[config.mk]
export PLATFORM = sky130hd
export DESIGN_NAME = serial_frame_deframer
export DESIGN_NICKNAME = d
export VERILOG_FILES = /design/src/rtl/core/sfd_pkg.sv /design/src/rtl/core/serial_frame_deframer.sv /design/src/rtl/core/sfd_front.sv /design/src/rtl/core/sfd_queue.sv /design/src/rtl/core/sfd_back.sv
export SDC_FILE = /design/constraint.sdc
export NUM_CORES = 1
export LEC_CHECK = 0
export BUFFER_PORTS_ARGS = -buffer_cell sky130_fd_sc_hd__buf_2
export CAP_MARGIN = 20
export CORE_ASPECT_RATIO = 0.6
export CORE_MARGIN = 2
export CORE_UTILIZATION = 45
export CTS_CLUSTER_SIZE = 30
export DETAILED_ROUTE_END_ITERATION = 10
export GPL_ROUTABILITY_DRIVEN = 0
export PLACE_DENSITY_LB_ADDON = 0.05
export SYNTH_ARGS = -nofsm -noshare
export SYNTH_HDL_FRONTEND = slang
export SYNTH_HIERARCHICAL = 1
export SYNTH_SLANG_ARGS = --single-unit
[constraint.sdc]
create_clock -name clk -period 8.8 [get_ports clk]
set_clock_uncertainty 0.2 [all_clocks]
set_input_delay 2.64 -clock clk [delete_from_list [all_inputs] [get_ports clk]]
set_output_delay 2.64 -clock clk [all_outputs]
set_load 0.02 [all_outputs]
[src/rtl/core/sfd_pkg.sv]
// Shared package for the serial frame deframer.
// Holds the framing byte codes, the result codes, the result record and queue status.
// Has no dependencies; every other file of the deframer imports it.
`default_nettype none

package sfd_pkg;

  // Preamble and type codes on the serial link.
  localparam logic [7:0] PRE0_BYTE     = 8'hA1;
  localparam logic [7:0] PRE1_BYTE     = 8'hB2;
  localparam logic [7:0] PRE2_BYTE     = 8'hC3;
  localparam logic [7:0] TYPE_IMG_BYTE = 8'hAA;
  localparam logic [7:0] TYPE_LOC_BYTE = 8'hBB;
  localparam logic [7:0] TYPE_CMD_BYTE = 8'hCC;

  // Field widths.
  localparam int unsigned BYTE_W = 8;
  localparam int unsigned LEN_W  = 10;

  // Reset values of the length registers.
  localparam logic [LEN_W-1:0] IMG_LEN_RST = 10'd482;
  localparam logic [LEN_W-1:0] LOC_LEN_RST = 10'd19;
  localparam logic [LEN_W-1:0] CMD_LEN_RST = 10'd1;

  // Default depth of the queue between the parser and the output stage.
  localparam int unsigned QDEPTH_DEF = 4;

  // Configuration register indexes.
  typedef enum logic [1:0] {
    CFG_IMG_LEN = 2'd0,
    CFG_LOC_LEN = 2'd1,
    CFG_CMD_LEN = 2'd2,
    CFG_NONE    = 2'd3
  } cfg_idx_t;

  // Result kinds.
  typedef enum logic [1:0] {
    KIND_PAYLOAD  = 2'd0,
    KIND_GOOD     = 2'd1,
    KIND_BAD_CSUM = 2'd2,
    KIND_BAD_TYPE = 2'd3
  } kind_t;

  // Frame types.
  localparam logic [1:0] FTYPE_IMG = 2'd0;
  localparam logic [1:0] FTYPE_LOC = 2'd1;
  localparam logic [1:0] FTYPE_CMD = 2'd2;

  // One result record as it travels through the queue.
  typedef struct packed {
    kind_t             kind;
    logic [BYTE_W-1:0] data_byte;
    logic [LEN_W-1:0]  byte_index;
    logic [1:0]        frame_type;
    logic              last;
  } result_t;

  // Queue status seen by the top level and the output stage.
  typedef struct packed {
    logic full;
    logic empty;
  } q_stat_t;

endpackage

`default_nettype wire

[src/rtl/core/serial_frame_deframer.sv]
// Top level of the preamble-framed serial deframer with XOR checksum.
// Instantiates sfd_front, sfd_queue and sfd_back; depends on sfd_pkg.
//
//   Channel | Direction | Signals                                    | Carries
//   in      | sink      | in_tvalid  in_tready  in_tdata[7:0]        | rx_byte
//   out     | source    | out_tvalid out_tready out_tdata/tuser/tlast | one result
//   cfg     | sink      | cfg_valid  cfg_ready  cfg_index cfg_data   | length register
//
// One byte is accepted per cycle while the queue is not full; the parser decides each
// byte in the cycle it arrives. A result passes into the queue and then into the output
// register before it reaches out_tvalid. Reset is synchronous on rst_n and clears all
// control state and the length registers to their defaults. Backpressure on out fills
// the QDEPTH-entry queue and then drops in_tready; cfg_ready is always high.
`default_nettype none

module serial_frame_deframer
  import sfd_pkg::*;
#(
  parameter int unsigned QDEPTH = QDEPTH_DEF
) (
  input  wire logic              clk,
  input  wire logic              rst_n,
  input  wire logic              in_tvalid,
  output logic                   in_tready,
  // rx_byte [7:0]
  input  wire logic [7:0]        in_tdata,
  output logic                   out_tvalid,
  input  wire logic              out_tready,
  // data_byte [7:0], byte_index [17:8], frame_type [19:18], zero [23:20]
  output logic [23:0]            out_tdata,
  // kind [1:0]
  output logic [1:0]             out_tuser,
  output logic                   out_tlast,
  input  wire logic              cfg_valid,
  output logic                   cfg_ready,
  input  wire logic [1:0]        cfg_index,
  input  wire logic [LEN_W-1:0]  cfg_data
);

  logic    byte_acc;
  logic    q_push, q_pop;
  result_t f_res, q_head;
  q_stat_t q_stat;

  // Accept a byte whenever the queue has room for its possible result.
  assign in_tready = !q_stat.full;
  assign byte_acc  = in_tvalid && in_tready;
  assign cfg_ready = 1'b1;

  sfd_front u_front (
    .clk       (clk),
    .rst_n     (rst_n),
    .byte_acc  (byte_acc),
    .rx_byte   (in_tdata),
    .cfg_we    (cfg_valid && cfg_ready),
    .cfg_idx   (cfg_idx_t'(cfg_index)),
    .cfg_len   (cfg_data),
    .res       (f_res),
    .res_valid (q_push)
  );

  sfd_queue #(
    .DEPTH (QDEPTH)
  ) u_queue (
    .clk       (clk),
    .rst_n     (rst_n),
    .push      (q_push),
    .push_data (f_res),
    .pop       (q_pop),
    .head      (q_head),
    .stat      (q_stat)
  );

  sfd_back u_back (
    .clk        (clk),
    .rst_n      (rst_n),
    .head       (q_head),
    .stat       (q_stat),
    .pop        (q_pop),
    .out_tvalid (out_tvalid),
    .out_tready (out_tready),
    .out_tdata  (out_tdata),
    .out_tuser  (out_tuser),
    .out_tlast  (out_tlast)
  );

  // A result is only written into a queue with room.
  a_no_overflow: assert property (@(posedge clk) disable iff (!rst_n)
    q_push |-> !q_stat.full)
    else $error("result pushed into a full queue");

  // A pushed result leaves the queue non-empty or is already in the output register.
  a_push_lands: assert property (@(posedge clk) disable iff (!rst_n)
    q_push |=> (!q_stat.empty || out_tvalid))
    else $error("pushed result lost");

  // Payload results never close a frame; closing results carry index zero.
  a_last_kind: assert property (@(posedge clk) disable iff (!rst_n)
    out_tvalid |-> ((out_tuser == KIND_PAYLOAD) == !out_tlast)
                   && (!out_tlast || out_tdata[17:8] == '0))
    else $error("inconsistent last flag on result");

  // Nothing is shown on the output right after reset.
  a_reset_idle: assert property (@(posedge clk)
    !rst_n |=> !out_tvalid)
    else $error("output valid after reset");

endmodule

`default_nettype wire

[src/rtl/core/sfd_front.sv]
// Parser front end: preamble hunt, type decode, payload count and checksum check.
// Holds the length registers. Depends on sfd_pkg.
`default_nettype none

module sfd_front
  import sfd_pkg::*;
(
  input  wire logic              clk,
  input  wire logic              rst_n,
  input  wire logic              byte_acc,
  input  wire logic [BYTE_W-1:0] rx_byte,
  input  wire logic              cfg_we,
  input  wire cfg_idx_t          cfg_idx,
  input  wire logic [LEN_W-1:0]  cfg_len,
  output result_t                res,
  output logic                   res_valid
);

  typedef enum logic [2:0] {
    PH_HUNT    = 3'd0,
    PH_PRE1    = 3'd1,
    PH_PRE2    = 3'd2,
    PH_TYPE    = 3'd3,
    PH_PAYLOAD = 3'd4,
    PH_CSUM    = 3'd5
  } phase_t;

  phase_t             phase_r, phase_nxt;
  logic [1:0]         ftype_r, ftype_nxt;
  logic [LEN_W-1:0]   exp_len_r, exp_len_nxt;
  logic [LEN_W-1:0]   count_r, count_nxt;
  logic [BYTE_W-1:0]  xor_r, xor_nxt;
  logic [LEN_W-1:0]   img_len_r, loc_len_r, cmd_len_r;
  logic [LEN_W-1:0]   count_inc;

  assign count_inc = count_r + 1'b1;

  // Classify the incoming byte against the current phase.
  always_comb begin
    phase_nxt   = phase_r;
    ftype_nxt   = ftype_r;
    exp_len_nxt = exp_len_r;
    count_nxt   = count_r;
    xor_nxt     = xor_r;
    res         = '{kind: KIND_PAYLOAD, data_byte: rx_byte, byte_index: '0,
                    frame_type: '0, last: 1'b0};
    res_valid   = 1'b0;
    unique case (phase_r)
      PH_PRE1: phase_nxt = (rx_byte == PRE1_BYTE) ? PH_PRE2 : PH_HUNT;
      PH_PRE2: phase_nxt = (rx_byte == PRE2_BYTE) ? PH_TYPE : PH_HUNT;
      PH_TYPE: begin
        count_nxt = '0;
        xor_nxt   = rx_byte;
        priority if (rx_byte == TYPE_IMG_BYTE) begin
          ftype_nxt   = FTYPE_IMG;
          exp_len_nxt = img_len_r;
        end else if (rx_byte == TYPE_LOC_BYTE) begin
          ftype_nxt   = FTYPE_LOC;
          exp_len_nxt = loc_len_r;
        end else if (rx_byte == TYPE_CMD_BYTE) begin
          ftype_nxt   = FTYPE_CMD;
          exp_len_nxt = cmd_len_r;
        end else begin
          // Unknown type ends the attempt; the counters stay as they were.
          count_nxt = count_r;
          xor_nxt   = xor_r;
          res.kind  = KIND_BAD_TYPE;
          res.last  = 1'b1;
          res_valid = 1'b1;
        end
        if (!res_valid) begin
          phase_nxt = (exp_len_nxt == '0) ? PH_CSUM : PH_PAYLOAD;
        end else begin
          phase_nxt = PH_HUNT;
        end
      end
      PH_PAYLOAD: begin
        res.byte_index = count_r;
        res.frame_type = ftype_r;
        res_valid      = 1'b1;
        xor_nxt        = xor_r ^ rx_byte;
        count_nxt      = count_inc;
        if (count_inc >= exp_len_r) begin
          phase_nxt = PH_CSUM;
        end
      end
      PH_CSUM: begin
        res.kind       = (rx_byte == xor_r) ? KIND_GOOD : KIND_BAD_CSUM;
        res.frame_type = ftype_r;
        res.last       = 1'b1;
        res_valid      = 1'b1;
        phase_nxt      = PH_HUNT;
      end
      default: phase_nxt = (rx_byte == PRE0_BYTE) ? PH_PRE1 : PH_HUNT;
    endcase
    if (!byte_acc) begin
      res_valid = 1'b0;
    end
  end

  // Frame state advances only on an accepted byte.
  always_ff @(posedge clk) begin
    if (!rst_n) begin
      phase_r   <= PH_HUNT;
      ftype_r   <= '0;
      exp_len_r <= '0;
      count_r   <= '0;
      xor_r     <= '0;
    end else if (byte_acc) begin
      phase_r   <= phase_nxt;
      ftype_r   <= ftype_nxt;
      exp_len_r <= exp_len_nxt;
      count_r   <= count_nxt;
      xor_r     <= xor_nxt;
    end
  end

  // Length registers; an index past the list is ignored.
  always_ff @(posedge clk) begin
    if (!rst_n) begin
      img_len_r <= IMG_LEN_RST;
      loc_len_r <= LOC_LEN_RST;
      cmd_len_r <= CMD_LEN_RST;
    end else if (cfg_we) begin
      unique case (cfg_idx)
        CFG_IMG_LEN: img_len_r <= cfg_len;
        CFG_LOC_LEN: loc_len_r <= cfg_len;
        CFG_CMD_LEN: cmd_len_r <= cfg_len;
        default: ;
      endcase
    end
  end

endmodule

`default_nettype wire

[src/rtl/core/sfd_queue.sv]
// Short result queue between the parser and the output stage.
// Register-based circular buffer with a fill count. Depends on sfd_pkg.
`default_nettype none

module sfd_queue
  import sfd_pkg::*;
#(
  parameter int unsigned DEPTH = QDEPTH_DEF
) (
  input  wire logic    clk,
  input  wire logic    rst_n,
  input  wire logic    push,
  input  wire result_t push_data,
  input  wire logic    pop,
  output result_t      head,
  output q_stat_t      stat
);

  localparam int unsigned PTR_W = (DEPTH > 1) ? $clog2(DEPTH) : 1;
  localparam int unsigned CNT_W = $clog2(DEPTH + 1);

  result_t            mem_r [DEPTH];
  logic [PTR_W-1:0]   wr_ptr_r, rd_ptr_r;
  logic [CNT_W-1:0]   cnt_r;

  function automatic logic [PTR_W-1:0] ptr_inc(input logic [PTR_W-1:0] p);
    return (p == PTR_W'(DEPTH - 1)) ? '0 : p + 1'b1;
  endfunction

  assign stat.full  = (cnt_r == CNT_W'(DEPTH));
  assign stat.empty = (cnt_r == '0);
  assign head       = mem_r[rd_ptr_r];

  // Storage write.
  always_ff @(posedge clk) begin
    if (push) begin
      mem_r[wr_ptr_r] <= push_data;
    end
  end

  // Pointers and fill count.
  always_ff @(posedge clk) begin
    if (!rst_n) begin
      wr_ptr_r <= '0;
      rd_ptr_r <= '0;
      cnt_r    <= '0;
    end else begin
      if (push) begin
        wr_ptr_r <= ptr_inc(wr_ptr_r);
      end
      if (pop) begin
        rd_ptr_r <= ptr_inc(rd_ptr_r);
      end
      if (push && !pop) begin
        cnt_r <= cnt_r + 1'b1;
      end else if (pop && !push) begin
        cnt_r <= cnt_r - 1'b1;
      end
    end
  end

endmodule

`default_nettype wire

[src/rtl/core/sfd_back.sv]
// Output stage: pulls results from the queue into the stream output register.
// Packs the result record into tdata, tuser and tlast. Depends on sfd_pkg.
`default_nettype none

module sfd_back
  import sfd_pkg::*;
(
  input  wire logic    clk,
  input  wire logic    rst_n,
  input  wire result_t head,
  input  wire q_stat_t stat,
  output logic         pop,
  output logic         out_tvalid,
  input  wire logic    out_tready,
  // data_byte [7:0], byte_index [17:8], frame_type [19:18], zero [23:20]
  output logic [23:0]  out_tdata,
  // kind [1:0]
  output logic [1:0]   out_tuser,
  output logic         out_tlast
);

  logic    vld_r;
  result_t res_r;

  // Load whenever the register is empty or its transaction completes.
  assign pop = !stat.empty && (!vld_r || out_tready);

  always_ff @(posedge clk) begin
    if (!rst_n) begin
      vld_r <= 1'b0;
    end else if (!vld_r || out_tready) begin
      vld_r <= !stat.empty;
    end
  end

  always_ff @(posedge clk) begin
    if (pop) begin
      res_r <= head;
    end
  end

  assign out_tvalid = vld_r;
  assign out_tdata  = {4'b0000, res_r.frame_type, res_r.byte_index, res_r.data_byte};
  assign out_tuser  = res_r.kind;
  assign out_tlast  = res_r.last;

endmodule

`default_nettype wire
# [Word-level counts from Yosys, hierarchy flattened]
# Memories as Yosys holds them, arrays and structs flattened. A register that Yosys moved wholly into a read port is not among the register bits.
# Cells that the tools add are included.
[totals] output_inout_bits=30 in_bits=25 mem_count=1 ramBits=92 ff_bits=71 elab_cells=105
[memory_table] memory="u_queue.mem_r" words=4 width=23 rd=1 rd_ports_with_merged_regs=1 wr=1 line_no="sfd_queue.sv:22" rtl="result_t mem_r [DEPTH];"
[classes] muxes=42 n_bitwise=1 addsub=5 n_reduce_logical=24 n_lt_le_gt_ge=1 n_eq_ne=19
[ops] op="10-bit two-way mux" n=8
[ops] op="8-bit == test (second input constant)" n=6
[ops] op="2-bit two-way mux" n=12
[ops] op="8-bit two-way mux" n=3
[ops] op="10-bit one-hot mux with 2 select lines" n=1
[ops] op="8-bit one-hot mux with 2 select lines" n=1
[ops] op="3-bit one-hot mux with 5 select lines" n=1
[ops] op="3-bit two-way mux" n=4
[ops] op="10-bit by 1-bit adder with 10-bit output (second input constant)" n=1
[ops] op="10-bit >= comparator" n=1
[ops] op="10-bit logical NOT" n=1
[ops] op="2-bit AND reduction" n=5
[ops] op="3-bit == test (second input constant)" n=3
[ops] op="1-bit two-way mux" n=9
[ops] op="8-bit == test" n=1
[ops] op="8-bit XOR" n=1
[ops] op="2-bit == test (second input constant)" n=3
[ops] op="3-bit by 2-bit == test with 1-bit output (second input constant)" n=2
[ops] op="3-bit AND reduction" n=2
[ops] op="1-bit logical NOT" n=5
[ops] op="2-bit by 1-bit adder with 2-bit output (second input constant)" n=2
[ops] op="1-bit logical AND" n=4
[ops] op="4-bit by 1-bit != test with 1-bit output (second input constant)" n=1
[ops] op="1-bit one-hot mux with 2 select lines" n=2
[ops] op="other kinds (12)" n=13

# [Logic depth before layout (Yosys ltp)]
# Gate-level depths: netlist (run 1).
[depth] ltp_word=11 mapped_depth=13 ltp_nobuf=13

# [Modules after synthesis]
# Netlist (run 1), hierarchy kept.
[by_module_without_submodules] mod="sfd_queue" n_inst=1 area_per_inst_um2=3811.2 cells_each=164 seq_area_each_um2=2942.8
[by_module_without_submodules] mod="sfd_front" n_inst=1 area_per_inst_um2=3773.6 cells_each=469 seq_area_each_um2=1261.2
[by_module_without_submodules] mod="sfd_back" n_inst=1 area_per_inst_um2=768.2 cells_each=32 seq_area_each_um2=710.7
[by_module_without_submodules] mod="serial_frame_deframer" n_inst=1 area_per_inst_um2=21.3 cells_each=4 seq_area_each_um2=0.0

# [Worst setup path before layout (run 1)]
# OpenSTA, ideal clock, no wires.
[synth_timing] path_type="input to register" start="in in_tdata[4]" end="reg u_queue.cnt_r[2]" setup_slack_ps=3334 t_arrival_ps=5191 path_stages=12 required_ps=8524 setup_ps=76 path_buffers=1 path_cell_list="buf_2 > or2b_1 > nand4bb_1 > and2_1 > nand2_1 > a21oi_1 > ha_1 > inv_1 > fa_1 > xor2_1 > or3_1 > a21boi_0"
[synth_between] elab_chain_cells=10 elab_cells_between_ends=14 classes_between="3 x eq/ne; 7 x mux; 4 x reduce/logical"
[synth_rtl] item="start: declaration" line_no="serial_frame_deframer.sv:26" rtl="input wire logic [7:0] in_tdata,"
[synth_rtl] item="8-bit == test" line_no="sfd_front.sv:60" rtl="end else if (rx_byte == TYPE_CMD_BYTE) begin"
[synth_rtl] item="1-bit two-way mux" line_no="sfd_front.sv:60"
[synth_rtl] item="1-bit two-way mux" line_no="sfd_front.sv:57" rtl="end else if (rx_byte == TYPE_LOC_BYTE) begin"
[synth_rtl] item="1-bit two-way mux *" line_no="sfd_front.sv:54" rtl="priority if (rx_byte == TYPE_IMG_BYTE) begin"
[synth_rtl] item="1-bit two-way mux *" line_no="sfd_front.sv:48" rtl="unique case (phase_r)"
[synth_rtl] item="1-bit one-hot mux with 2 select lines *" line_no="sfd_front.sv:48"
[synth_rtl] item="1-bit two-way mux *" line_no="sfd_front.sv:96" rtl="if (!byte_acc) begin"
[synth_rtl] item="net q_push" line_no="serial_frame_deframer.sv:41" rtl="logic q_push, q_pop;"
[synth_rtl] item="1-bit logical NOT" line_no="sfd_queue.sv:56" rtl="end else if (pop && !push) begin"
[synth_rtl] item="1-bit logical AND" line_no="sfd_queue.sv:56"
[synth_rtl] item="2-bit nonzero test (no source line)"
[synth_rtl] item="end signal: assignment" line_no="sfd_queue.sv:55" rtl="cnt_r <= cnt_r + 1'b1;"
[synth_rtl] item="end signal: assignment" line_no="sfd_queue.sv:57" rtl="cnt_r <= cnt_r - 1'b1;"
[synth_rtl] item="end: declaration" line_no="sfd_queue.sv:24" rtl="logic [CNT_W-1:0] cnt_r;"
# The timed path passes the listed nets; every way through them passes the cells marked *. The select of a mux whose other input is x is not followed.
# A chain may end at the register's enable or synchronous reset.

# [Final worst setup path (run 1)]
[layout_timing] start="in in_tdata[0]" end="reg u_queue.cnt_r[2]"
# Same word-level chain as after synthesis.

==> results.txt, run 1 <==
- Result of the run: complete, no violations
- Worst hold path type: reg -> reg
* DRC violation count after routing: 0
- Setup repair after global routing left no endpoint under its margin.
* H-tree levels: 4
* Hold buffer count at cts: 0
- Max-cap check violation count: 0
* Gate Count Post-Synth: 669
- Dividing the detail-routed wire length by the instance count gives around 19 µm.
- Io pins: 55
* Filler cell count: 1589
- Number of buffers added by the clock tree synthesis step: 17
- Minimum setup slack among reg-to-reg paths: 5.25 ns
- Mux share of post-synthesis cell area: 0.08412
- In this run the tool buffered the top-level ports with 49 buffer cells.
* Area of the die: 0.01975 mm²
* All-layer global routing usage: 0.1937
- For this block, the initial DRC count from the detailed router was roughly 500.
- The most used flip-flop cell after synthesis is sky130_fd_sc_hd__edfxtp_1.
* Netlist area before placement: 0.008374 mm²
* Number of hold violations in the final report: 0
- Adding up every negative setup slack in the final design gives 0 ns.
- Detailed Routing Iterations Pass 1: 5
- Once the clock tree was built, the resizer swapped 0 gates to a different size.
- Combinational share of power: 0.175
- The final-report max-slew violation count came to 0.
* Via count of the first global-routing pass: ~5100
- Library cell used as clock root buffer: sky130_fd_sc_hd__clkbuf_16
* WP data required: a little under 9 ns
* Total via count in the routed design: 5364
- Clock sink count: 188
* Main combinational cell family by area after synthesis: simple AND/OR/NAND/NOR gates
* Crit path setup slack, layout: ~2.9 ns
* Global route overflow: 0
* Capture instance of the worst register-to-register path: u_queue/cnt_r[2]
- At the pin with the least slew margin, the transition time is 0.8943 ns.
* Largest driver fanout on the critical path: 21
- From synthesis to final layout, the design area changed by 11.59%.
* Synth Register Bits: 188
* XOR/XNOR share of the synthesized area: 0.01883
- The die is around 110 µm tall.
* Areal power density over the cells: 238.2 mW/mm²
* CTS tree: yes
- Core Region: approximately 0.018 mm²
* Worst IR Drop VDD: roughly 0.13 mV
- In the final layout, the share of cells above drive strength 1 is 0.1780.
- Post-CTS setup buffer count: 0
- The share of total power dissipated in the clock network is 0.349.
- Cell internal pwr: 1.586 mW
* Data arrival, critical path: 6.00 ns
- Entering global routing, the biggest net connects 73 pins.
- Final HPWL DP: 12.74 mm
- The startpoint identified for the worst register-to-register timing path is u_queue/cnt_r[0].
- Counting flops with a built-in enable in the synthesized netlist gives 115.
* Upper clock frequency limit: 0.1708 GHz
- For the worst-skew pair, the clock arrives at the later sink with an insertion delay of 0.42 ns.
- Headroom to the max-slew limit: 0.4038
- The worst setup path is launched from an input port.
- Clock transition time at the flip-flop clock pins of the worst setup and hold paths: 0.08 ns
- The first global-routing pass estimated 28.86 mm of wire.
* Overall routed net length: 18.28 mm
* Site row count: 38
- Counting cells, the worst reg-to-reg path comes to 10.
* Beginning of the worst hold path: u_front/img_len_r[0]
- The share of the synthesized area in compound gates (AO/OA/AOI/OAI) is 0.09756.
- Number of inserted diodes: 0
* Number of nets at the end of the flow: 750
* Dpl ws: 2.527 ns
* Ratio of final minimum period to clock period: 0.6652
- Of the total synthesized cell area, the portion taken by AND, OR, NAND and NOR gates is 0.1394.
- Of the total synthesized cell area, the portion taken by full adders, half adders and majority gates is 0.02928.
- Sequential cell area fraction in the yosys report: 0.5869
- Worst hold stages: 2
* Count of unique library cells instantiated by Yosys: 64
* Sink of the worst hold path: u_front/img_len_r[0]
- Clock Tree Buf Depth: 2
* Remaining antenna violation count after routing: 0
- The analysis attributes to net switching a power of 0.6406 mW.
* Synthesis warning total: 6
- In this run the static leakage power is 3.514 nW.
- Starting density of the core: 0.4611
- The clock period could shrink to 5.854 ns.
* Start-to-end type of the worst setup path: in -> reg
- After synthesis, the share of flip-flops with an asynchronous set or reset is 0.
- Of the total power, registers draw 0.476.
- Setup violations remaining at the end of the flow were counted as 0.
- STA classifies the critical path endpoint as a flip-flop.
- From left edge to right edge, the die measures 180.1 µm.
- Dividing the detail-routed via count by the number of cells gives 5.593.
* Sw frac: 0.2877
- Synth Area per Inst: 12.52 µm²
* Antenna violations before repair: 0
==> layer usage <==
metal | global-route usage | wire length [µm] | vias up
met3 | 0.03644 | 982 | 9
met4 | 0.04147 | 114 | 0
met2 | 0.2830 | 7624 | 153
li1 | - | - | 2526
met1 | 0.2998 | 9557 | 2676
met5 | 0 | 0 | -
==> registers in the layout, indices dropped and copies added (netlist names), named ones only <==
name	flops
u_queue/rd_ptr_r	2
u_back/out_tdata	20
u_front/count_r	10
u_queue/mem_r	92
u_front/xor_r	8
u_front/img_len_r	10
u_back/out_tlast	1
u_back/out_tuser	2
u_queue/cnt_r	3
u_queue/wr_ptr_r	2
u_front/loc_len_r	10
u_front/ftype_r	2
u_front/exp_len_r	10
u_front/cmd_len_r	10
u_front/phase_r	3
u_back/out_tvalid	1
==> layout by cell type, fill, tap and decap left out, types with 3 or more instances in the layout <==
master and instances:
sky130_fd_sc_hd__nand2b_1 3, sky130_fd_sc_hd__nand3b_1 3, sky130_fd_sc_hd__mux2i_1 16, sky130_fd_sc_hd__o21ai_0 18, sky130_fd_sc_hd__mux4_1 3, sky130_fd_sc_hd__conb_1 5, sky130_fd_sc_hd__ha_1 18, sky130_fd_sc_hd__nand3_1 16
sky130_fd_sc_hd__o221ai_1 8, sky130_fd_sc_hd__edfxtp_1 115, sky130_fd_sc_hd__nand4_1 5, sky130_fd_sc_hd__nor4_1 4, sky130_fd_sc_hd__buf_4 9, sky130_fd_sc_hd__nor2b_1 29, sky130_fd_sc_hd__nand2_1 83, sky130_fd_sc_hd__o21ai_1 14
sky130_fd_sc_hd__dfxtp_1 73, sky130_fd_sc_hd__clkinv_4 5, sky130_fd_sc_hd__xor2_1 14, sky130_fd_sc_hd__a22oi_1 8, sky130_fd_sc_hd__a21boi_1 8, sky130_fd_sc_hd__o22a_1 7, sky130_fd_sc_hd__a21o_1 3, sky130_fd_sc_hd__and2_1 19
sky130_fd_sc_hd__inv_8 4, sky130_fd_sc_hd__buf_2 49, sky130_fd_sc_hd__xnor2_1 4, sky130_fd_sc_hd__a21boi_0 15, sky130_fd_sc_hd__o211ai_1 8, sky130_fd_sc_hd__inv_1 19, sky130_fd_sc_hd__mux4_2 20, sky130_fd_sc_hd__a21oi_1 11
sky130_fd_sc_hd__or3_1 3, sky130_fd_sc_hd__nor2_1 20, sky130_fd_sc_hd__clkbuf_16 17, sky130_fd_sc_hd__and3_1 16, sky130_fd_sc_hd__nor3_1 7
==> cells in the mapped netlist, types with 15 or more instances <==
master	n	area [µm²]
sky130_fd_sc_hd__buf_4	16	120.1
sky130_fd_sc_hd__nor2b_1	30	187.7
sky130_fd_sc_hd__nand3_1	16	80.08
sky130_fd_sc_hd__inv_1	19	71.32
sky130_fd_sc_hd__nor2_1	20	75.07
sky130_fd_sc_hd__ha_1	18	225.2
sky130_fd_sc_hd__clkbuf_1	16	60.06
sky130_fd_sc_hd__and2_1	19	118.9
sky130_fd_sc_hd__a21boi_0	15	112.6
sky130_fd_sc_hd__o21ai_0	18	90.09
sky130_fd_sc_hd__nand2_1	83	311.6
sky130_fd_sc_hd__edfxtp_1	115	3453
sky130_fd_sc_hd__and3_1	16	100.1
sky130_fd_sc_hd__dfxtp_1	73	1461
sky130_fd_sc_hd__mux2i_1	16	160.2
sky130_fd_sc_hd__mux4_2	20	450.4
==> metrics by stage <==
stage	utilization	cells	cell area (µm²)	total power, mW	hold slack [ns]
floorplan	-	672	8386	1.370	0.2412
global placement	0.4793	925	8705	1.463	0.2538
detailed placement	0.4808	926	8732	1.480	0.2598
CTS	0.5141	958	9338	2.259	0.2698
global route	0.5145	959	9345	2.332	0.2935
finish	0.5145	959	9345	2.226	0.2729
==> area by class of cell <==
class                   instances  area (µm²)  share of cell area
clock inverters                14       176.4             0.01888
flip-flops and latches        188        4915              0.5259
clock buffers                  18       429.2             0.04592
inverters                      19       71.32            0.007632
repair buffers                 59       340.3             0.03642
well taps                     240       300.3             0.03213
multi-input cells             421        3113              0.3331
==> cell families (layout without fill, tap and decap cells) <==
| group | after synthesis | after routing |
|---|---|---|
| AND/OR/NAND/NOR | 223 | 223 |
| flip-flops | 188 | 188 |
| AO/OA/AOI/OAI | 116 | 116 |
| buffers and inverters | 63 | 110 |
| multiplexers | 40 | 40 |
| adder cells (fa/ha/maj) | 19 | 19 |
| XOR/XNOR | 18 | 18 |
| other | 2 | 5 |
==> critical path: stages <==
cell and delay [ns]:
sky130_fd_sc_hd__buf_2 0.33, sky130_fd_sc_hd__or2b_1 0.41, sky130_fd_sc_hd__nand4bb_1 0.27, sky130_fd_sc_hd__and2_1 0.22
sky130_fd_sc_hd__nand2_1 0.10, sky130_fd_sc_hd__a21oi_1 0.60, sky130_fd_sc_hd__ha_1 0.31, sky130_fd_sc_hd__inv_1 0.07
sky130_fd_sc_hd__fa_1 0.42, sky130_fd_sc_hd__xor2_1 0.15, sky130_fd_sc_hd__or3_1 0.29, sky130_fd_sc_hd__a21boi_0 0.17
==> worst max-delay path by stage <==
stage          depth (start not counted)          endpoint        start  slack (ns)
2_1_floorplan                         12  u_queue/cnt_r[2]  in_tdata[4]        3.33
3_3_place_gp                          12  u_queue/cnt_r[2]  in_tdata[0]        2.64
3_5_place_dp                          12  u_queue/cnt_r[2]  in_tdata[0]        2.53
4_1_cts                               12  u_queue/cnt_r[2]  in_tdata[0]        2.97
5_1_grt                               12  u_queue/cnt_r[2]  in_tdata[0]        2.79
6_report                              12  u_queue/cnt_r[2]  in_tdata[0]        2.95
==> power groups by stage <==
stage | combinational (mW) | sequential, mW | clock [mW]
final | 0.391 | 1.06 | 0.776
after global routing | 0.429 | 1.07 | 0.833
after CTS | 0.402 | 1.06 | 0.795
after detailed placement | 0.401 | 1.08 | 0
after global placement | 0.374 | 1.09 | 0
after floorplan | 0.222 | 1.15 | 0
(Power assumes the default switching activity.)
==> inputs of run 2 (changes only) <==
==> constraint.sdc (replaced) <==
create_clock -name clk -period 5.55 [get_ports clk]
set_clock_uncertainty 0.2 [all_clocks]
set_input_delay 1.665 -clock clk [delete_from_list [all_inputs] [get_ports clk]]
set_output_delay 1.665 -clock clk [all_outputs]
set_load 0.02 [all_outputs]
==> results.txt, run 2 (synthesis results as in run 1) <==
- Result of the run: complete, no violations
- The worst hold path terminates at u_front/exp_len_r[5].
- The count of buffers added by post-CTS timing repair for setup was 0 (unchanged).
- The worst setup path is captured at a flip-flop.
* Worst hold path type: reg -> reg
- TritonCTS built the clock tree.
- The logic depth of the worst register-to-register path is 13 (+3).
* WP data required: 5.71 ns (-3.24 ns)
* Startpoint Class: input port
- Clock sink count: 188 (unchanged)
- Library cell used as clock root buffer: sky130_fd_sc_hd__clkbuf_16
- Total via count in the routed design: 5344 (-0.37%)
- Crit path time final: 4.537 ns
* Slew at the pin with the worst max-slew slack: 0.8784 ns (-0.01586 ns)
* H-tree levels: 4 (unchanged)
* Data arrival, critical path: 4.69 ns (-1.31 ns)
* Via count of the first global-routing pass: 5169 (+1.9%)
* Ratio of final minimum period to clock period: 0.8175
- Final slew viol count: 0 (unchanged)
- The number of hold-slack violations in the final timing report was 0 (unchanged).
- The number of buffers created by CTS was 17 (unchanged).
* Filler cell count: 1550 (-2.5%)
- Based on the critical path, the design can be clocked at up to roughly 0.22 GHz.
- The final routed wirelength across all metal layers is 18.26 mm (-0.13%).
- The count of instances resized after the clock tree is built came to 0 (unchanged).
- The clock-pin transition on the worst setup and hold timing paths came to 0.07 ns (about the same).
- Delay contributed by the slowest stage of the critical path: 0.43 ns (-0.17 ns)
* Clock Tree Buf Depth: 2 (unchanged)
* Headroom to the max-slew limit: 0.4144 (+0.01057)
* Site row count: 38 (unchanged)
* Wire length of the first global-routing pass: 28.79 mm (-0.26%)
* Synthesis-to-finish area growth: 12.16%
- The die span in y is 109.7 µm (unchanged).
- The final setup violation count came to 0 (unchanged).
* Most flop-heavy register: u_queue/mem_r
* DRC violation count after routing: 0 (unchanged)
- The initial antenna violation count was 0 (unchanged).
- The HPWL after detailed placement came to 12.72 mm (-0.18%).
- The power density relative to cell area came to 385.3 mW/mm² (+62%).
- The area of the die is 0.01975 mm² (unchanged).
* Horizontal extent of the die: 180.1 µm (unchanged)
* Hold buffer count at cts: 0 (unchanged)
- The fraction of layout cells with a size suffix above 1 is 0.1803 (+0.002280).
* Worst IR Drop VDD: 0.2212 mV (+70%)
* Mean number of vias per cell: 5.561 (-0.58%)
- All-layer global routing usage: 0.1948 (+0.001115)
- The overall power of the completed layout was 3.619 mW (+63%).
- The final setup TNS was 0 ns (unchanged).
- The largest fanout of any net on the critical path came to 16 (-24%).
- The area of the core region was 0.01816 mm² (unchanged).
- Top library cells by usage in the layout, fill and taps aside: sky130_fd_sc_hd__edfxtp_1, sky130_fd_sc_hd__nand2_1, sky130_fd_sc_hd__dfxtp_1, sky130_fd_sc_hd__buf_2, sky130_fd_sc_hd__nor2b_1
- Number of flip-flops in the largest register: 92 (unchanged)
* Minimum setup slack among reg-to-reg paths: 2.21 ns (-3.04 ns)
* Starting density of the core: 0.4611 (unchanged)
- The number of I/O port buffers came to 49 (unchanged).
- Max-cap check violation count: 0 (unchanged)
- The number of diodes added for antenna fixing came to 0 (unchanged).
- Start-to-end type of the worst setup path: in -> reg
- The number of nets with antenna violations after routing was 0 (unchanged).
- Worst skew pair latency: 0.44 ns (+0.02 ns)
* Leak: 3.534 nW (+0.58%)
* Leading cell type in the layout, fill and taps excluded: sky130_fd_sc_hd__edfxtp_1
- The top-level port count is 55 (unchanged).
- The DRC violation total after the first TritonRoute iteration came to 428 (-13%).
- Worst hold stages: 2 (unchanged)
* Number of nets at the end of the flow: 752 (+0.27%)
- The largest net degree at the start of global routing is 51 (-30%).
- Crit-path slowest cell: sky130_fd_sc_hd__fa_1
* Global route overflow: 0 (unchanged)
* Capture instance of the worst register-to-register path: u_front/phase_r[0]
- In this run the critical register-to-register path is launched from u_front/count_r[0].
* Detailed Routing Iterations Pass 1: 5 (unchanged)
- RSZ-0062 raised after global routing: false
* Average wire per standard cell: 19.00 µm (-0.34%)
- CP Cell Sequence: buf_2, nor2b_1, nand4bb_1, and2_1, nand2_1, a21oi_1, ha_1, inv_1, fa_1, xor2_1, or3_1, a21boi_0
- Beginning of the worst hold path: u_front/exp_len_r[5]
==> run 2: report_power, final <==
part | switching (mW) | internal, mW | total [mW]
logic | 0.383 | 0.241 | 0.624
clock network | 0.547 | 0.767 | 1.31
registers | 0.0521 | 1.63 | 1.68
==> run 2: worst max-delay path: cells and delay by family <==
family	cells	cell delay, ns
xor+xnor	1	0.16
compound gates	2	0.53
fa+ha+maj	2	0.70
simple gates	5	1.30
buf+inv	2	0.33
==> run 2: worst max path at each step <==
stage / startpoint / endpoint / slack, ns / cells after the start
5_1_grt: in_tdata[4] / u_queue/cnt_r[2] / 0.81 / 12
3_5_place_dp: in_tdata[4] / u_queue/cnt_r[2] / 0.61 / 12
2_1_floorplan: in_tdata[4] / u_queue/cnt_r[2] / 1.06 / 12
4_1_cts: in_tdata[4] / u_queue/cnt_r[2] / 1.05 / 12
3_3_place_gp: in_tdata[4] / u_queue/cnt_r[2] / 0.76 / 12
6_report: in_tdata[4] / u_queue/cnt_r[2] / 1.01 / 12
==> run 2: layout make-up <==
type,count,area [µm²],share of cell area
multi-input cells,421,3113,0.3314
flip-flops and latches,188,4915,0.5232
repair buffers,61,355.3,0.03783
clock inverters,14,209.0,0.02225
well taps,240,300.3,0.03197
clock buffers,18,429.2,0.04569
inverters,19,71.32,0.007593
==> run 2: metal layers <==
layer | routed length (µm) | vias up | part of all wire | track usage
met5 | 0 | - | 0 | 0
met4 | 135 | 0 | 0.0074 | 0.04378
met3 | 1377 | 15 | 0.075 | 0.06360
met2 | 7602 | 167 | 0.42 | 0.2811
met1 | 9141 | 2640 | 0.50 | 0.2860
li1 | - | 2522 | - | -
==> run 2: per-stage QoR <==
| stage | hold WS (ns) | instance area [µm²] | worst slack (ns) | util | cells |
|---|---|---|---|---|---|
| floorplan | 0.2412 | 8386 | 1.059 | - | 672 |
| global placement | 0.2538 | 8727 | 0.7625 | 0.4805 | 928 |
| detailed placement | 0.2575 | 8755 | 0.6061 | 0.4820 | 929 |
| CTS | 0.2676 | 9393 | 1.054 | 0.5172 | 961 |
| global route | 0.2815 | 9393 | 0.8093 | 0.5172 | 961 |
| finish | 0.2668 | 9393 | 1.013 | 0.5172 | 961 |
==> inputs of run 3 (changes only) <==
--- a/config.mk
+++ b/config.mk
@@ -5,6 +5,7 @@
 export SDC_FILE = /design/constraint.sdc
 export NUM_CORES = 1
 export LEC_CHECK = 0
+export ABC_AREA = 1
 export BUFFER_PORTS_ARGS = -buffer_cell sky130_fd_sc_hd__buf_2
 export CAP_MARGIN = 20
 export CORE_ASPECT_RATIO = 0.6
==> constraint.sdc (replaced) <==
create_clock -name clk -period 4.6 [get_ports clk]
set_clock_uncertainty 0.2 [all_clocks]
set_input_delay 1.38 -clock clk [delete_from_list [all_inputs] [get_ports clk]]
set_output_delay 1.38 -clock clk [all_outputs]
set_load 0.02 [all_outputs]
==> results.txt, run 3 <==
- The largest net degree at the start of global routing came to 48 (-5.9%).
- The synthesized area divided by synthesized cell count was 9.674 µm² (-23%).
* XOR/XNOR share of the synthesized area: 0.01779 (-0.001033)
- Biggest area contributors in the synthesized netlist: sky130_fd_sc_hd__edfxtp_1, sky130_fd_sc_hd__dfxtp_1, sky130_fd_sc_hd__o21ai_0
- Total non-filler cell area in the finished layout: 0.009316 mm² (-0.81%)
- The headroom to the max-slew limit came to 0.4882 (+0.07377).
* Met1 layer wirelength in the final routing: 10.02 mm (+9.6%)
- The number of diodes added for antenna fixing was 0 (unchanged).
- The run finished with clean final reports.
* Fraction of final layout cells sized beyond drive strength 1: 0.1374 (-0.04290)
- Leak: 3.798 nW (+7.4%)
- Synth Register Bits: 188 (unchanged)
- Upper clock frequency limit: 0.2562 GHz
- Starting density of the core: 0.4607 (about the same)
- The die span in y came to 109.6 µm (about the same).
* Main synth FF type: sky130_fd_sc_hd__edfxtp_1
* Final slew viol count: 0 (unchanged)
- The library cell used most frequently in the layout, excluding fill and tap cells, is sky130_fd_sc_hd__edfxtp_1.
- Main combinational cell family by area after synthesis: simple AND/OR/NAND/NOR gates
* Count of flip-flops with a built-in enable after synthesis: 115 (unchanged)
- Start-to-end type of the worst setup path: in -> reg
- Number of hold violations in the final report: 0 (unchanged)
* Wire length of the first global-routing pass: 30.97 mm (+7.6%)
- Io pins: 55 (unchanged)
- The count of H-tree levels built during CTS is 4 (unchanged).
- DRC violation count after routing: 0 (unchanged)
- Number of buffers added by the clock tree synthesis step: 17 (unchanged)
- Area share of the largest cell type after synthesis: 0.4127 (about the same)
* Top library cells by usage in the layout, fill and taps aside: sky130_fd_sc_hd__edfxtp_1, sky130_fd_sc_hd__inv_1, sky130_fd_sc_hd__nor2_1, sky130_fd_sc_hd__nand2_1, sky130_fd_sc_hd__o21ai_0
* Most common cell in the synthesized netlist: sky130_fd_sc_hd__edfxtp_1
* Placed cell area: 0.008730 mm² (-0.29%)
- Ys async rst share: 0 (unchanged)
* Via count of the first global-routing pass: 5817 (+13%)
- Complex-gate fraction of the synthesized area: 0.1249 (+0.02729)
* Count of unique library cells instantiated by Yosys: 40 (-38%)
* Slew at the pin with the worst max-slew slack: 0.7669 ns (-0.1115 ns)
- Detailed Routing Iterations Pass 1: 7 (+2)
* Final HPWL DP: 13.29 mm (+4.5%)
- Routed length on met2: 8.106 mm (+6.6%)
- Total negative slack for setup checks: 0 ns (unchanged)
* Clock sink count: 188 (unchanged)
* Hold buffer count at cts: 0 (unchanged)
- In the finished design, the share of the clock period the worst path needs comes to 0.8487.
- The via count was 6063 (+13%).
- Max-cap check violation count: 0 (unchanged)
* Mux share of post-synthesis cell area: 0 (-0.08412)
* Clock transition time at the flip-flop clock pins of the worst setup and hold paths: 0.07 ns (about the same)
* Global route overflow: 0 (unchanged)
- The netlist area before placement came to 0.008368 mm² (about the same).
- Violation count after the first detailed-route iteration: 482 (+13%)
- Average wire per standard cell: 16.68 µm (-12%)
- In the synthesized netlist, the cells that appear most often are sky130_fd_sc_hd__edfxtp_1, sky130_fd_sc_hd__inv_1, sky130_fd_sc_hd__nand2_1, sky130_fd_sc_hd__nor2_1, sky130_fd_sc_hd__o21ai_0.
- Subtracting the final worst setup slack from the clock period gives 3.904 ns.
- The share of synthesized cell area in full adder, half adder and majority cells came to 0.02931 (about the same).
- The clock tree buffer depth is 2 (unchanged).
- The initial antenna violation count was 0 (unchanged).
* Library cell used as clock root buffer: sky130_fd_sc_hd__clkbuf_16
- The fill cell total of the finished layout is 1708 (+10%).
* Remaining antenna violation count after routing: 0 (unchanged)
- Mean number of vias per cell: 5.240 (-5.8%)
- The flip-flop count of the largest register after layout came to 92 (unchanged).
- Simple-gate portion of the synthesized area: 0.1519 (+0.01251)
- The part of the Yosys area used for sequential elements came to 0.5873 (about the same).
- Largest driver fanout on the critical path: 12 (-4)
- The total track usage came to 0.2039 (+0.009131).
* Worst IR Drop VDD: 0.2944 mV (+33%)
* Met3 wire length: 1.004 mm (-27%)
* Core Region: 0.01816 mm² (unchanged)
- Number of instances resized during post-cts repair: 0 (unchanged)
- Overall routed net length: 19.30 mm (+5.7%)
- Site row count: 38 (unchanged)
- CTS tree: yes
- CP endpoint kind: flip-flop
- The latest clock arrival within the worst-skew pair was 0.43 ns (about the same).
- The number of nets in the finished design came to 948 (+26%).
* Largest area contributor in the netlist: sky130_fd_sc_hd__edfxtp_1
- IO Port Bufs: 49 (unchanged)
- The count of buffers added by post-CTS timing repair for setup came to 0 (unchanged).
- In this run the top signal layer used is met4.
* Data arrival, critical path: 4.07 ns (-0.62 ns)
- RSZ-0062 raised after global routing: false
- The tightest min-delay check is of the reg -> reg type.
- From synthesis to final layout, the design area changed by 11.33%.
- Horizontal extent of the die: 180.0 µm (about the same)
- Gate Count Post-Synth: 865 (+29%)
* Final count of negative-setup-slack endpoints: 0 (unchanged)
- The required arrival time at the worst endpoint is 4.77 ns (-0.94 ns).
* Startpoint Class: input port
* Areal power density over the cells: 501.6 mW/mm² (+30%)
- The area of the die is 0.01974 mm² (about the same).
- The number of warnings printed during yosys synthesis was 6 (unchanged).
- Most flop-heavy register: u_queue/mem_r
## run 3: cell types whose count changed after synthesis, sizes merged, moves of 23 or more
cell	previous run	this run
o22ai	0	23
inv	19	112
nand2	83	110
nor2	21	107
o21ai	33	102
a21oi	12	62
mux4	23	0
a21boi	24	0
nor2b	30	0
nand3	16	45
## run 3: worst max-delay path: stages
cell,delay (ns)
sky130_fd_sc_hd__buf_2,0.18
sky130_fd_sc_hd__inv_1,0.09
sky130_fd_sc_hd__nand2_1,0.12
sky130_fd_sc_hd__nor2_2,0.06
sky130_fd_sc_hd__nand2_4,0.12
sky130_fd_sc_hd__nand2_2,0.08
sky130_fd_sc_hd__inv_2,0.20
sky130_fd_sc_hd__nand3_1,0.19
sky130_fd_sc_hd__a21oi_1,0.48
sky130_fd_sc_hd__ha_1,0.27
sky130_fd_sc_hd__inv_1,0.08
sky130_fd_sc_hd__fa_1,0.44
sky130_fd_sc_hd__nand2_1,0.11
sky130_fd_sc_hd__nand3_1,0.08
sky130_fd_sc_hd__nand2_1,0.06
sky130_fd_sc_hd__inv_1,0.03
sky130_fd_sc_hd__nor2_1,0.09
## run 3: kinds of logic (layout without fill, tap and decap cells)
| family | Yosys count | in the layout |
|---|---|---|
| AO/OA/AOI/OAI | 196 | 196 |
| XOR/XNOR | 17 | 17 |
| adder cells (fa/ha/maj) | 19 | 19 |
| buffers and inverters | 159 | 208 |
| flip-flops | 188 | 188 |
| other | 2 | 5 |
| AND/OR/NAND/NOR | 284 | 284 |
## run 3: power by group
group          internal, mW  switching (mW)
combinational         0.310           0.783
clock                 0.770           0.683
sequential             2.04          0.0889
## run 3: final timing paths
| path | startpoint | endpoint | slack [ns] | cells after the start |
|---|---|---|---|---|
| min reg2reg | u_front/ftype_r[1] | u_front/ftype_r[1] | 0.25 | 2 |
| max reg2reg | u_front/count_r[0] | u_front/phase_r[1] | 1.48 | 16 |
| min | u_front/ftype_r[1] | u_front/ftype_r[1] | 0.25 | 2 |
| max | in_tdata[2] | u_queue/cnt_r[2] | 0.70 | 17 |
## run 3: through the flow
step | utilization | hold slack (ns) | power (mW) | worst slack [ns] | std cells
6_report | 0.5130 | 0.2512 | 4.673 | 0.6961 | 1157
5_1_grt | 0.5130 | 0.2814 | 4.907 | 0.4316 | 1157
4_1_cts | 0.5130 | 0.2552 | 4.718 | 0.7364 | 1157
3_5_place_dp | 0.4806 | 0.2440 | 3.260 | 0.3130 | 1125
3_3_place_gp | 0.4806 | 0.2419 | 3.239 | 0.3984 | 1125
2_1_floorplan | - | 0.2239 | 2.954 | 0.4623 | 868
## run 3: routing by layer
layer  global-route usage  up-vias
met5                    0        -
met2               0.3082      150
met1               0.2997     2920
met4              0.04954        0
li1                     -     2979
met3              0.04538       14
## run 3: final cells by class
cell class | instances | area (µm²) | area share
inverters | 113 | 431.7 | 0.04633
clock inverters | 14 | 157.7 | 0.01692
clock buffers | 18 | 429.2 | 0.04607
flip-flops and latches | 188 | 4915 | 0.5275
well taps | 240 | 300.3 | 0.03223
multi-input cells | 521 | 2733 | 0.2933
repair buffers | 63 | 350.3 | 0.03760
